--- src/rtl/f2pcm_pkg.sv ---
// f2pcm_pkg: shared constants, types and functions for the float-to-PCM quantizer.
// Used by f2pcm_dither, f2pcm_datapath and float_to_pcm_dither_quantizer.
`timescale 1ns / 1ps

package f2pcm_pkg;

    // Output format codes
    localparam logic [1:0] FMT_PCM16 = 2'd0;
    localparam logic [1:0] FMT_PCM24 = 2'd1;
    localparam logic [1:0] FMT_FLOAT = 2'd2;

    // Config register indexes
    localparam int         CFG_IDX_W         = 2;
    localparam logic [1:0] CFG_SAMPLE_FORMAT = 2'd0;
    localparam logic [1:0] CFG_DITHER_SEED   = 2'd1;

    // Reset values
    localparam logic [1:0]  FORMAT_RESET = FMT_PCM24;
    localparam logic [31:0] SEED_RESET   = 32'd1;

    // Byte counts per format
    localparam logic [2:0] BYTES_PCM16 = 3'd2;
    localparam logic [2:0] BYTES_PCM24 = 3'd3;
    localparam logic [2:0] BYTES_FLOAT = 3'd4;

    // Fixed point: one full scale is 2^47
    localparam logic [47:0] Q_ONE  = 48'h8000_0000_0000;
    localparam logic [23:0] FULL24 = 24'h7F_FFFF;

    // xorshift32 shift amounts
    localparam int XS_A = 13;
    localparam int XS_B = 17;
    localparam int XS_C = 5;

    typedef struct packed {
        logic load;
        logic advance;
    } dither_ctrl_t;

    function automatic logic [31:0] xs_step(input logic [31:0] s);
        logic [31:0] t;
        t = s ^ (s << XS_A);
        t = t ^ (t >> XS_B);
        t = t ^ (t << XS_C);
        return t;
    endfunction

endpackage

--- src/rtl/f2pcm_dither.sv ---
// f2pcm_dither: xorshift32 state and TPDF dither value (difference of two draws).
// Depends on f2pcm_pkg.
`timescale 1ns / 1ps

module f2pcm_dither (
    input  logic                     clk,
    input  logic                     rst_n,
    input  f2pcm_pkg::dither_ctrl_t  ctrl,
    input  logic [31:0]              seed,
    output logic signed [32:0]       dither
);

    logic [31:0] state_reg;
    logic [31:0] state_next;
    logic [31:0] draw1;
    logic [31:0] draw2;

    assign draw1  = f2pcm_pkg::xs_step(state_reg);
    assign draw2  = f2pcm_pkg::xs_step(draw1);
    assign dither = $signed({1'b0, draw1}) - $signed({1'b0, draw2});

    always_comb
    begin
        state_next = state_reg;
        if (ctrl.load)
        begin
            state_next = seed;
        end
        else if (ctrl.advance)
        begin
            state_next = draw2;
        end
    end

    always_ff @(posedge clk or negedge rst_n)
    begin
        if (!rst_n)
        begin
            state_reg <= f2pcm_pkg::SEED_RESET;
        end
        else
        begin
            state_reg <= state_next;
        end
    end

    // xorshift is a bijection on nonzero states: it never falls into zero
    a_state_nonzero: assert property (@(posedge clk) disable iff (!rst_n)
        (state_reg != 32'd0 && !ctrl.load) |=> (state_reg != 32'd0))
        else $error("dither state collapsed to zero");

endmodule

--- src/rtl/f2pcm_datapath.sv ---
// f2pcm_datapath: input register, two compute stages and output register,
// with a valid/ready chain. Depends on f2pcm_pkg.
`timescale 1ns / 1ps

module f2pcm_datapath (
    input  logic               clk,
    input  logic               rst_n,
    input  logic [1:0]         fmt,
    input  logic signed [32:0] dither,
    input  logic               sample_valid,
    output logic               sample_ready,
    input  logic [31:0]        sample_bits,
    input  logic               last_in,
    output logic               pcm_valid,
    input  logic               pcm_ready,
    output logic [31:0]        packed_bytes,
    output logic [2:0]         byte_count,
    output logic               last_out
);

    localparam logic signed [50:0] SUM_MAX = {3'b000, f2pcm_pkg::Q_ONE};
    localparam logic signed [50:0] SUM_MIN = -SUM_MAX;

    // ---------------- valid / ready chain ----------------
    logic v0_reg, v1_reg, v2_reg, v3_reg;
    logic v0_next, v1_next, v2_next, v3_next;
    logic rdy0, rdy1, rdy2, rdy3;

    assign rdy3 = !v3_reg || pcm_ready;
    assign rdy2 = !v2_reg || rdy3;
    assign rdy1 = !v1_reg || rdy2;
    assign rdy0 = !v0_reg || rdy1;
    assign sample_ready = rdy0;
    assign pcm_valid    = v3_reg;

    assign v0_next = rdy0 ? sample_valid : v0_reg;
    assign v1_next = rdy1 ? v0_reg : v1_reg;
    assign v2_next = rdy2 ? v1_reg : v2_reg;
    assign v3_next = rdy3 ? v2_reg : v3_reg;

    always_ff @(posedge clk or negedge rst_n)
    begin
        if (!rst_n)
        begin
            v0_reg <= 1'b0;
            v1_reg <= 1'b0;
            v2_reg <= 1'b0;
            v3_reg <= 1'b0;
        end
        else
        begin
            v0_reg <= v0_next;
            v1_reg <= v1_next;
            v2_reg <= v2_next;
            v3_reg <= v3_next;
        end
    end

    // ---------------- stage 0: input register ----------------
    logic [31:0]        bits0_reg;
    logic               last0_reg;
    logic [1:0]         fmt0_reg;
    logic signed [32:0] dith0_reg;

    always_ff @(posedge clk)
    begin
        if (rdy0 && sample_valid)
        begin
            bits0_reg <= sample_bits;
            last0_reg <= last_in;
            fmt0_reg  <= fmt;
            dith0_reg <= dither;
        end
    end

    // ---------------- stage 1: to fixed point, dither, clamp ----------------
    logic [7:0]         ef;
    logic [22:0]        fr;
    logic               is_nan;
    logic [48:0]        fix_mag;
    logic signed [49:0] fix_val;
    logic signed [50:0] sum_raw;
    logic signed [50:0] sum_clamp;
    logic [50:0]        sum_abs;
    logic               neg16_next;
    logic [47:0]        mag16_next;
    logic               neg24_next;
    logic               full24_next;
    logic               zero24_next;
    logic [23:0]        m24_next;
    logic [7:0]         r24;

    assign ef     = bits0_reg[30:23];
    assign fr     = bits0_reg[22:0];
    assign is_nan = (ef == 8'hFF) && (fr != 23'd0);

    always_comb
    begin
        if (ef >= 8'd128)
        begin
            fix_mag = {1'b1, 48'd0};
        end
        else if (ef == 8'd0)
        begin
            fix_mag = 49'd0;
        end
        else
        begin
            fix_mag = {1'b0, 1'b1, fr, 24'd0} >> (8'd127 - ef);
        end
        fix_val = (bits0_reg[31] && !is_nan) ? -$signed({1'b0, fix_mag})
                                             : $signed({1'b0, fix_mag});
        sum_raw = {fix_val[49], fix_val} + {{18{dith0_reg[32]}}, dith0_reg};
        if (sum_raw > SUM_MAX)
        begin
            sum_clamp = SUM_MAX;
        end
        else if (sum_raw < SUM_MIN)
        begin
            sum_clamp = SUM_MIN;
        end
        else
        begin
            sum_clamp = sum_raw;
        end
        neg16_next = sum_clamp[50];
        sum_abs    = neg16_next ? 51'(-sum_clamp) : 51'(sum_clamp);
        mag16_next = sum_abs[47:0];

        // PCM24: magnitude is m * 8388607 * 2^-r, r = 150 - exp (149 for subnormals)
        neg24_next  = bits0_reg[31] && !is_nan;
        full24_next = (ef >= 8'd127);
        m24_next    = (ef == 8'd0) ? {1'b0, fr} : {1'b1, fr};
        r24         = (ef == 8'd0) ? 8'd149 : (8'd150 - ef);
        zero24_next = (r24 >= 8'd48);
    end

    logic [31:0] bits1_reg;
    logic        last1_reg;
    logic [1:0]  fmt1_reg;
    logic        neg16_reg;
    logic [47:0] mag16_reg;
    logic        neg24_1_reg;
    logic        full24_1_reg;
    logic        zero24_1_reg;
    logic [23:0] m24_reg;
    logic [5:0]  r24_1_reg;

    always_ff @(posedge clk)
    begin
        if (rdy1 && v0_reg)
        begin
            bits1_reg    <= bits0_reg;
            last1_reg    <= last0_reg;
            fmt1_reg     <= fmt0_reg;
            neg16_reg    <= neg16_next;
            mag16_reg    <= mag16_next;
            neg24_1_reg  <= neg24_next;
            full24_1_reg <= full24_next;
            zero24_1_reg <= zero24_next;
            m24_reg      <= m24_next;
            r24_1_reg    <= r24[5:0];
        end
    end

    // ---------------- stage 2: scale (x*(2^k - 1) as shift and subtract) ----
    logic [62:0] prod16_next;
    logic [46:0] prod24_next;

    assign prod16_next = {mag16_reg, 15'd0} - {15'd0, mag16_reg};
    assign prod24_next = {m24_reg, 23'd0} - {23'd0, m24_reg};

    logic [31:0] bits2_reg;
    logic        last2_reg;
    logic [1:0]  fmt2_reg;
    logic        neg16_2_reg;
    logic [62:0] prod16_reg;
    logic        neg24_2_reg;
    logic        full24_2_reg;
    logic        zero24_2_reg;
    logic [46:0] prod24_reg;
    logic [5:0]  r24_2_reg;

    always_ff @(posedge clk)
    begin
        if (rdy2 && v1_reg)
        begin
            bits2_reg    <= bits1_reg;
            last2_reg    <= last1_reg;
            fmt2_reg     <= fmt1_reg;
            neg16_2_reg  <= neg16_reg;
            prod16_reg   <= prod16_next;
            neg24_2_reg  <= neg24_1_reg;
            full24_2_reg <= full24_1_reg;
            zero24_2_reg <= zero24_1_reg;
            prod24_reg   <= prod24_next;
            r24_2_reg    <= r24_1_reg;
        end
    end

    // ---------------- stage 3: round half-to-even, sign, pack ----------------
    logic [14:0] q16_trunc;
    logic        up16;
    logic [15:0] q16;
    logic [15:0] val16;
    logic [5:0]  rm1;
    logic [46:0] shifted24;
    logic [46:0] mask24;
    logic        up24;
    logic [23:0] q24;
    logic [23:0] val24;
    logic [31:0] packed_next;
    logic [2:0]  count_next;

    always_comb
    begin
        q16_trunc = prod16_reg[61:47];
        up16      = prod16_reg[46] && ((|prod16_reg[45:0]) || q16_trunc[0]);
        q16       = {1'b0, q16_trunc} + {15'd0, up16};
        val16     = neg16_2_reg ? 16'(-q16) : q16;

        rm1       = r24_2_reg - 6'd1;
        shifted24 = prod24_reg >> rm1;
        mask24    = (47'd1 << rm1) - 47'd1;
        up24      = shifted24[0] && ((|(prod24_reg & mask24)) || shifted24[1]);
        if (full24_2_reg)
        begin
            q24 = f2pcm_pkg::FULL24;
        end
        else if (zero24_2_reg)
        begin
            q24 = 24'd0;
        end
        else
        begin
            q24 = shifted24[24:1] + {23'd0, up24};
        end
        val24 = neg24_2_reg ? 24'(-q24) : q24;

        case (fmt2_reg)
            f2pcm_pkg::FMT_PCM16:
            begin
                packed_next = {16'd0, val16};
                count_next  = f2pcm_pkg::BYTES_PCM16;
            end
            f2pcm_pkg::FMT_PCM24:
            begin
                packed_next = {8'd0, val24};
                count_next  = f2pcm_pkg::BYTES_PCM24;
            end
            default:
            begin
                packed_next = bits2_reg;
                count_next  = f2pcm_pkg::BYTES_FLOAT;
            end
        endcase
    end

    logic [31:0] packed_reg;
    logic [2:0]  count_reg;
    logic        last3_reg;

    always_ff @(posedge clk)
    begin
        if (rdy3 && v2_reg)
        begin
            packed_reg <= packed_next;
            count_reg  <= count_next;
            last3_reg  <= last2_reg;
        end
    end

    assign packed_bytes = packed_reg;
    assign byte_count   = count_reg;
    assign last_out     = last3_reg;

    // ---------------- checks ----------------
    a_count_legal: assert property (@(posedge clk) disable iff (!rst_n)
        pcm_valid |-> (byte_count == f2pcm_pkg::BYTES_PCM16 ||
                       byte_count == f2pcm_pkg::BYTES_PCM24 ||
                       byte_count == f2pcm_pkg::BYTES_FLOAT))
        else $error("illegal byte count");

    a_pcm16_high_zero: assert property (@(posedge clk) disable iff (!rst_n)
        (pcm_valid && byte_count == f2pcm_pkg::BYTES_PCM16) |->
        (packed_bytes[31:16] == 16'd0 && packed_bytes[15:0] != 16'h8000))
        else $error("pcm16 word out of range");

    a_pcm24_high_zero: assert property (@(posedge clk) disable iff (!rst_n)
        (pcm_valid && byte_count == f2pcm_pkg::BYTES_PCM24) |->
        (packed_bytes[31:24] == 8'd0 && packed_bytes[23:0] != 24'h80_0000))
        else $error("pcm24 word out of range");

    a_sample_ready_when_empty: assert property (@(posedge clk) disable iff (!rst_n)
        (!v0_reg || !v1_reg || !v2_reg || !v3_reg || pcm_ready) |-> sample_ready)
        else $error("input stalled with a free stage");

endmodule

--- src/rtl/float_to_pcm_dither_quantizer.sv ---
// float_to_pcm_dither_quantizer: top level, config registers and handshake glue.
// Depends on f2pcm_pkg, f2pcm_dither and f2pcm_datapath.
`timescale 1ns / 1ps
//
// Usage
//   Sample channel (sample_valid/sample_ready): one IEEE-754 single word per
//   transfer, with last_in tagging the final word of a burst.
//   PCM channel (pcm_valid/pcm_ready): one word per sample, packed_bytes is
//   little-endian with unused high bytes zero, byte_count says 2, 3 or 4.
//   Config port: cfg_we with cfg_index 0 writes sample_format (0 pcm16 with
//   TPDF dither, 1 pcm24, 2 or 3 float passthrough); index 1 writes the
//   xorshift32 seed and loads the dither state at once. Write only while idle.
// Timing
//   Four register stages: input, fixed-point/clamp, scale, round/pack.
//   An accepted word passes through each stage in order to the PCM outputs.
//   Throughput is one word per cycle without stalls; the stage depth sets latency.
// Reset and stalls
//   Reset empties the pipeline, selects pcm24 and sets the dither state to 1.
//   When pcm_ready is low the words in flight close up into empty stages;
//   sample_ready drops only once all four stages hold a word.
//   The dither state steps twice per accepted word, in pcm16 mode only.

module float_to_pcm_dither_quantizer (
    input  logic                              clk,
    input  logic                              rst_n,
    // config
    input  logic                              cfg_we,
    input  logic [f2pcm_pkg::CFG_IDX_W-1:0]   cfg_index,
    input  logic [31:0]                       cfg_data,
    // samples in
    input  logic                              sample_valid,
    output logic                              sample_ready,
    input  logic [31:0]                       sample_bits,
    input  logic                              last_in,
    // PCM words out
    output logic                              pcm_valid,
    input  logic                              pcm_ready,
    output logic [31:0]                       packed_bytes,
    output logic [2:0]                        byte_count,
    output logic                              last_out
);

    logic [1:0]              format_reg;
    logic [1:0]              format_next;
    f2pcm_pkg::dither_ctrl_t dith_ctrl;
    logic signed [32:0]      dither;

    // format register
    always_comb
    begin
        format_next = format_reg;
        if (cfg_we && cfg_index == f2pcm_pkg::CFG_SAMPLE_FORMAT)
        begin
            format_next = cfg_data[1:0];
        end
    end

    always_ff @(posedge clk or negedge rst_n)
    begin
        if (!rst_n)
        begin
            format_reg <= f2pcm_pkg::FORMAT_RESET;
        end
        else
        begin
            format_reg <= format_next;
        end
    end

    // seed write loads the generator; each pcm16 word consumes two draws
    assign dith_ctrl.load    = cfg_we && (cfg_index == f2pcm_pkg::CFG_DITHER_SEED);
    assign dith_ctrl.advance = sample_valid && sample_ready &&
                               (format_reg == f2pcm_pkg::FMT_PCM16);

    f2pcm_dither u_dither (
        .clk    (clk),
        .rst_n  (rst_n),
        .ctrl   (dith_ctrl),
        .seed   (cfg_data),
        .dither (dither)
    );

    f2pcm_datapath u_datapath (
        .clk          (clk),
        .rst_n        (rst_n),
        .fmt          (format_reg),
        .dither       (dither),
        .sample_valid (sample_valid),
        .sample_ready (sample_ready),
        .sample_bits  (sample_bits),
        .last_in      (last_in),
        .pcm_valid    (pcm_valid),
        .pcm_ready    (pcm_ready),
        .packed_bytes (packed_bytes),
        .byte_count   (byte_count),
        .last_out     (last_out)
    );

endmodule

--- config.mk ---
export PLATFORM = sky130hd
export DESIGN_NAME = float_to_pcm_dither_quantizer
export DESIGN_NICKNAME = d
export VERILOG_FILES = /design/src/rtl/f2pcm_pkg.sv /design/src/rtl/f2pcm_dither.sv /design/src/rtl/f2pcm_datapath.sv /design/src/rtl/float_to_pcm_dither_quantizer.sv
export SDC_FILE = /design/constraint.sdc
export NUM_CORES = 1
export LEC_CHECK = 0
export BUFFER_PORTS_ARGS = -buffer_cell sky130_fd_sc_hd__buf_2
export CAP_MARGIN = 20
export CELL_PAD_IN_SITES_DETAIL_PLACEMENT = 0
export CELL_PAD_IN_SITES_GLOBAL_PLACEMENT = 2
export CORE_ASPECT_RATIO = 2
export CORE_MARGIN = 3
export CORE_UTILIZATION = 40
export DETAILED_ROUTE_END_ITERATION = 12
export GPL_TIMING_DRIVEN = 0
export PLACE_DENSITY_LB_ADDON = 0.1
export SYNTH_ARGS = -nofsm -noshare
export SYNTH_HDL_FRONTEND = slang
export SYNTH_HIERARCHICAL = 1
export SYNTH_SLANG_ARGS = --single-unit
--- constraint.sdc ---
create_clock -name clk -period 11.8 [get_ports clk]
set_input_delay 1.18 -clock clk [delete_from_list [all_inputs] [get_ports clk]]
set_output_delay 1.18 -clock clk [all_outputs]
set_load 0.01 [all_outputs]
==> results of run 1 <==
-- stage by stage --
step	setup TNS (ns)	hold WS [ns]	worst slack, ns
final	0	0.417	0.359
after global routing	-0.00614	0.422	-0.00614
after CTS	0	0.417	0.00717
after detailed placement	-38.62	0.405	-2.24
after global placement	-60.83	0.401	-2.71
after floorplan	0	0.400	2.05
-- area by class of cell --
| type | count | area [um2] |
|---|---|---|
| inverter | 126 | 475 |
| sequential | 389 | 11500 |
| clock buffer | 54 | 1140 |
| multi-input combinational | 3129 | 22500 |
| timing repair buffer | 154 | 1020 |
| fill | 8870 | 47700 |
| clock inverter | 21 | 203 |
| buffer | 212 | 916 |
| tap | 1162 | 1450 |
| antenna | 19 | 47.5 |
-- what timing repair did --
item | in CTS | in global routing
cloned | 0 | 0
setup endpoints to repair | 29 | 18
resized for setup | 39 | 23
buffers inserted | 4 | 5
pin swaps | 2 | 1
-- cells by family (layout without fill, tap and decap cells) --
group,after synthesis,after routing,synth area share (%)
AOI/OAI and AO/OA,1021,1021,19.8
xor gates and xnor gates,480,480,13.3
adders and majority gates,124,124,4.44
buffers and inverters,342,567,3.95
DFF,389,389,32.8
muxes,170,170,7.19
other,0,19,0
and+or+nand+nor,1334,1334,18.6
-- cells in the final DEF (no fill, tap or decap), types with 34 or more instances in the layout --
cell type / netlist / layout
nand2_1: 352 / 352
edfxtp_1: 351 / 351
nor2_1: 331 / 330
xnor2_1: 281 / 279
a21oi_1: 226 / 221
o21ai_0: 223 / 217
xor2_1: 166 / 166
buf_2: 43 / 155
clkbuf_1: 141 / 139
nand3_1: 133 / 132
ha_1: 122 / 121
inv_1: 119 / 119
nor3_1: 114 / 111
a21o_1: 79 / 79
mux2i_1: 82 / 78
mux4_2: 63 / 63
nand4_1: 61 / 61
nor4_1: 60 / 56
and2_1: 48 / 45
clkbuf_16: 0 / 43
or3_1: 40 / 40
dfrtp_1: 36 / 36
nand2b_1: 34 / 34
o21a_1: 34 / 34
-- layer usage --
layer	track usage [%]	share of wire (%)	up-vias
met5	0	0.040	-
met4	42.6	15	10
met3	8.55	5.1	810
met2	70.5	53	1461
met1	29.6	28	15900
li1	-	-	14900
-- path summary, 6_finish.rpt --
check,from,end,slack (ns),depth (start not counted)
setup / recovery,u_datapath/r24_2_reg[0],u_datapath/packed_bytes[22],0.36,31
hold / removal,u_datapath/bits1_reg[26],u_datapath/bits2_reg[26],0.42,0
setup reg to reg,u_datapath/r24_2_reg[0],u_datapath/packed_bytes[22],0.36,31
hold reg to reg,u_datapath/bits1_reg[26],u_datapath/bits2_reg[26],0.42,0
max in group asynchronous,rst_n,u_datapath/v2_reg,10.51,1
min in group asynchronous,rst_n,u_dither/state_reg[21],0.71,1
-- critical path: cells and delay by family (launching register included) --
family / cells / cell delay (ns)
fa+ha+maj: 3 / 0.92
buf+inv: 12 / 5.10
flops: 1 / 0.46
simple gates: 8 / 2.31
xor+xnor: 3 / 0.98
compound gates: 5 / 1.36
==> results.sh, run 1 <==
export IMPL_ant_nets=0
export IMPL_ys_seq_area_share_pct=32.8
export IMPL_required_ns=12.14
export IMPL_cts_tree="done"
export IMPL_die_h_um=425
export IMPL_die_area_um2=91500
export IMPL_worstSetupPathType="reg2reg"
export IMPL_antenna_found_initial=24
export IMPL_synth_area_top_cells="edfxtp_1 (30%), xnor2_1 (7.0%), ha_1 (4.4%)"
export IMPL_placed_area_um2=37400
export IMPL_cap_violations=0
export IMPL_async_reset_ff_share_pct=9.77
export IMPL_finalMaxSlewViolations=0
export IMPL_final_area_um2=39200
export IMPL_coreArea_um2=86900
export IMPL_synth_edf_count=351
export IMPL_cpPeakStageDelay_ns=0.77
export IMPL_fin_skew_ns=0.0279
export IMPL_grt_overflow=0
export IMPL_grt_max_degree=71
export IMPL_initial_core_util_pct=40.3
export IMPL_port_buffers=109
export IMPL_mappedNetlistArea_um2=35100
export IMPL_cts_sinks=389
export IMPL_syn_num_nets=4055
export IMPL_drcViolationCount=0
export IMPL_ys_seq_elements=389
export IMPL_cp_slowest_cell="clkbuf_1"
export IMPL_grt_pass1_wl_um=245000
export IMPL_ys_warn_count=6
export IMPL_nNetsFinal=4248
export IMPL_synth_cell_type_count=116
export IMPL_crit_fanout=10
export IMPL_die_w_um=215
export IMPL_dp_cells=5157
export IMPL_setup_viol=0
export IMPL_cts_path_max_buffers=3
export IMPL_h_tree_depth=2
export IMPL_clk_pin_slew_ns=0.07
export IMPL_post_route_min_period_ns=11.44
export IMPL_syn_avg_cell_area_um2=9.08
export IMPL_root_buffer="clkbuf_16"
export IMPL_yosysMostFrequentCell="nand2_1"
export IMPL_place_gp_congestion=1.07
export IMPL_fin_crit_sh_pct=97.0
export IMPL_ctsHoldBuffers=0
export IMPL_num_vias=33000
export IMPL_final_util_pct=45.1
export IMPL_syn2layout_area_growth_pct=11.8
export IMPL_critPathLaunchType="flip-flop"
export IMPL_relSlewSlack_pct=2.19
export IMPL_grt_pass1_vias=33800
export IMPL_max_freq_mhz=87.4
export IMPL_status="completed"
export IMPL_initialDrtViolationCount=2455
export IMPL_groute_usage_overall_pct=37.7
export IMPL_largest_reg_flops=62
export IMPL_min_path_type="reg2reg"
export IMPL_fin_cells=5266
export IMPL_drive_above_1_share_pct=12.2
export IMPL_vias_per_cell=6.27
export IMPL_avgRoutedWirePerCell_um=33.0
export IMPL_place_hpwl_um=141000
export IMPL_synth_top_area_share_pct=30.1
export IMPL_clk_latency_ns=0.62
export IMPL_num_rows=153
export IMPL_ioPinCount=110
export IMPL_cts_buffers=41
export IMPL_wirelength_um=174000
export IMPL_yosysTopAreaCell="edfxtp_1"
export IMPL_drt_pass1_iterations=5
export IMPL_critPathArrivalTime_ns=11.78
export IMPL_end_kind="flip-flop"
export IMPL_ys_top_cells_by_count="nand2_1 (352), edfxtp_1 (351), nor2_1 (331), xnor2_1 (281), a21oi_1 (226)"
export IMPL_ys_dominant_reg_cell="edfxtp_1"
export IMPL_synthCells=3860
export IMPL_hold_violations=0
export IMPL_worstMarginPinSlew_ns=1.47
Power of run 1 is not shown: default switching activity piles up to over one toggle a cycle in this logic, so the estimate is an artifact.
==> inputs of run 2 (changes only) <==
BUFFER_PORTS_ARGS = -buffer_cell sky130_fd_sc_hd__buf_4   (was -buffer_cell sky130_fd_sc_hd__buf_2)
CORE_UTILIZATION = 35   (was 40)
CTS_CLUSTER_DIAMETER = 50   (was unset)
==> results.sh, run 2 (synthesized netlist as in run 1, its figures left out) <==
export IMPL_relSlewSlack_pct=21.5
export IMPL_die_w_um=230
export IMPL_drt_pass1_iterations=6
export IMPL_setup_viol=0
export IMPL_grt_overflow=0
export IMPL_ctsHoldBuffers=0
export IMPL_port_buffers=109
export IMPL_cp_slowest_cell="edfxtp_1"
export IMPL_crit_fanout=10
export IMPL_place_gp_congestion=1.03
export IMPL_grt_pass1_vias=33800
export IMPL_reg2reg_depth=42
export IMPL_pre_cts_slack_ns=-1.67
export IMPL_fin_hold_ws_ns=0.419
export IMPL_max_freq_mhz=90.0
export IMPL_cpPeakStageDelay_ns=0.61
export IMPL_cts_buffers=44
export IMPL_hold_violations=0
export IMPL_post_route_min_period_ns=11.11
export IMPL_critPathArrivalTime_ns=11.57
export IMPL_drive_above_1_share_pct=12.3
export IMPL_fin_crit_sh_pct=94.1
export IMPL_fin_cells=5421
export IMPL_rsz0062_at_grt="false"
export IMPL_die_h_um=454
export IMPL_largest_reg_flops=62
export IMPL_syn2layout_area_growth_pct=13.5
export IMPL_fin_skew_ns=0.0444
export IMPL_initial_core_util_pct=35.4
export IMPL_cap_violations=0
export IMPL_r2r_slack_ns=0.69
export IMPL_cts_tree="done"
export IMPL_coreArea_um2=99100
export IMPL_min_from="u_datapath/neg16_reg"
export IMPL_finalMaxSlewViolations=0
export IMPL_finalWorstSetupSlack_ns=0.694
export IMPL_grt_max_degree=69
export IMPL_num_rows=163
export IMPL_ioPinCount=110
export IMPL_dp_cells=5318
export IMPL_ant_nets=0
export IMPL_status="completed"
export IMPL_final_area_um2=39800
export IMPL_crit_top_cell="o21ai_0"
export IMPL_drcViolationCount=0
export IMPL_placed_area_um2=37900
export IMPL_whs_path_depth=0
export IMPL_avgRoutedWirePerCell_um=32.2
export IMPL_nNetsFinal=4244
export IMPL_r2r_end="u_datapath/mag16_reg[44]"
export IMPL_h_tree_depth=2
export IMPL_vias_per_cell=6.03
export IMPL_cts_path_max_buffers=3
export IMPL_clk_latency_ns=0.63
export IMPL_antenna_found_initial=8
export IMPL_clk_pin_slew_ns=0.06
export IMPL_min_path_type="reg2reg"
export IMPL_cts_sinks=389
export IMPL_mostFrequentLayoutCells="nand2_1 (352), edfxtp_1 (351), nor2_1 (330), xnor2_1 (278)"
export IMPL_die_area_um2=104000
export IMPL_critPathLaunchType="flip-flop"
export IMPL_wirelength_um=175000
export IMPL_initialDrtViolationCount=2197
export IMPL_num_vias=32700
export IMPL_groute_usage_overall_pct=33.3
export IMPL_final_common_cell="nand2_1"
export IMPL_required_ns=12.26
export IMPL_end_kind="flip-flop"
export IMPL_worstMarginPinSlew_ns=1.18
export IMPL_grt_pass1_wl_um=248000
export IMPL_holdPathEnd="u_datapath/neg16_2_reg"
export IMPL_place_hpwl_um=144000
export IMPL_r2r_start="u_datapath/bits0_reg[24]"
export IMPL_root_buffer="clkbuf_16"
export IMPL_worstSetupPathType="reg2reg"
-- run 2: layout make-up --
cell class                      count  area (um2)
Inverter                          126         477
Multi-Input combinational cell   3129       22500
Sequential cell                   389       11500
Timing Repair Buffer              149        1200
Clock inverter                     32         423
Antenna cell                       16        40.0
Clock buffer                       50        1130
Tap cell                         1320        1650
Buffer                            210         902
Fill cell                       10300       59300
-- run 2: metal layers --
metal	share of wire, %	global-route usage, %	routed length (um)
met3	4.1	5.15	7130
met2	56	66.3	97000
met1	28	26.8	49600
met4	12	31.5	21000
met5	0	0	0
-- run 2: how the worst max path moves through the flow --
stage,cells after the start,end,start,slack (ns)
floorplan,44,u_datapath/mag16_reg[44],u_datapath/bits0_reg[23],2.05
global placement,44,u_datapath/mag16_reg[36],u_datapath/bits0_reg[23],-2.79
detailed placement,41,u_datapath/mag16_reg[36],u_datapath/bits0_reg[23],-1.67
CTS,38,u_datapath/mag16_reg[36],u_datapath/bits0_reg[23],0.04
global route,45,u_datapath/mag16_reg[44],u_datapath/bits0_reg[24],0.02
finish,42,u_datapath/mag16_reg[44],u_datapath/bits0_reg[24],0.69
-- run 2: timing repair --
| item | 4_1_cts | 5_1_grt |
|---|---|---|
| setup endpoints to repair | 24 | 22 |
| setup buffers | 4 | 4 |
| gates resized for setup | 21 | 36 |
| pin swaps | 2 | 0 |
| endpoints found under the hold margin | 0 | 0 |
-- run 2: per-stage QoR --
stage	utilization (%)	setup TNS, ns
floorplan	-	0
global placement	37.9	-74.29
detailed placement	38.3	-28.07
CTS	39.9	0
global route	40.1	0
finish	40.2	0
-- run 2: worst max-delay path, delay by kind of cell (launching register included) --
family | cells | cell delay (ns)
adder cells (fa/ha/maj) | 4 | 1.24
buffers and inverters | 7 | 1.61
flip-flops | 1 | 0.61
AO/OA/AOI/OAI | 12 | 3.02
AND/OR/NAND/NOR | 16 | 3.68
XOR/XNOR | 2 | 0.35
multiplexers | 1 | 0.41
Power of run 2 is left out for the same reason.
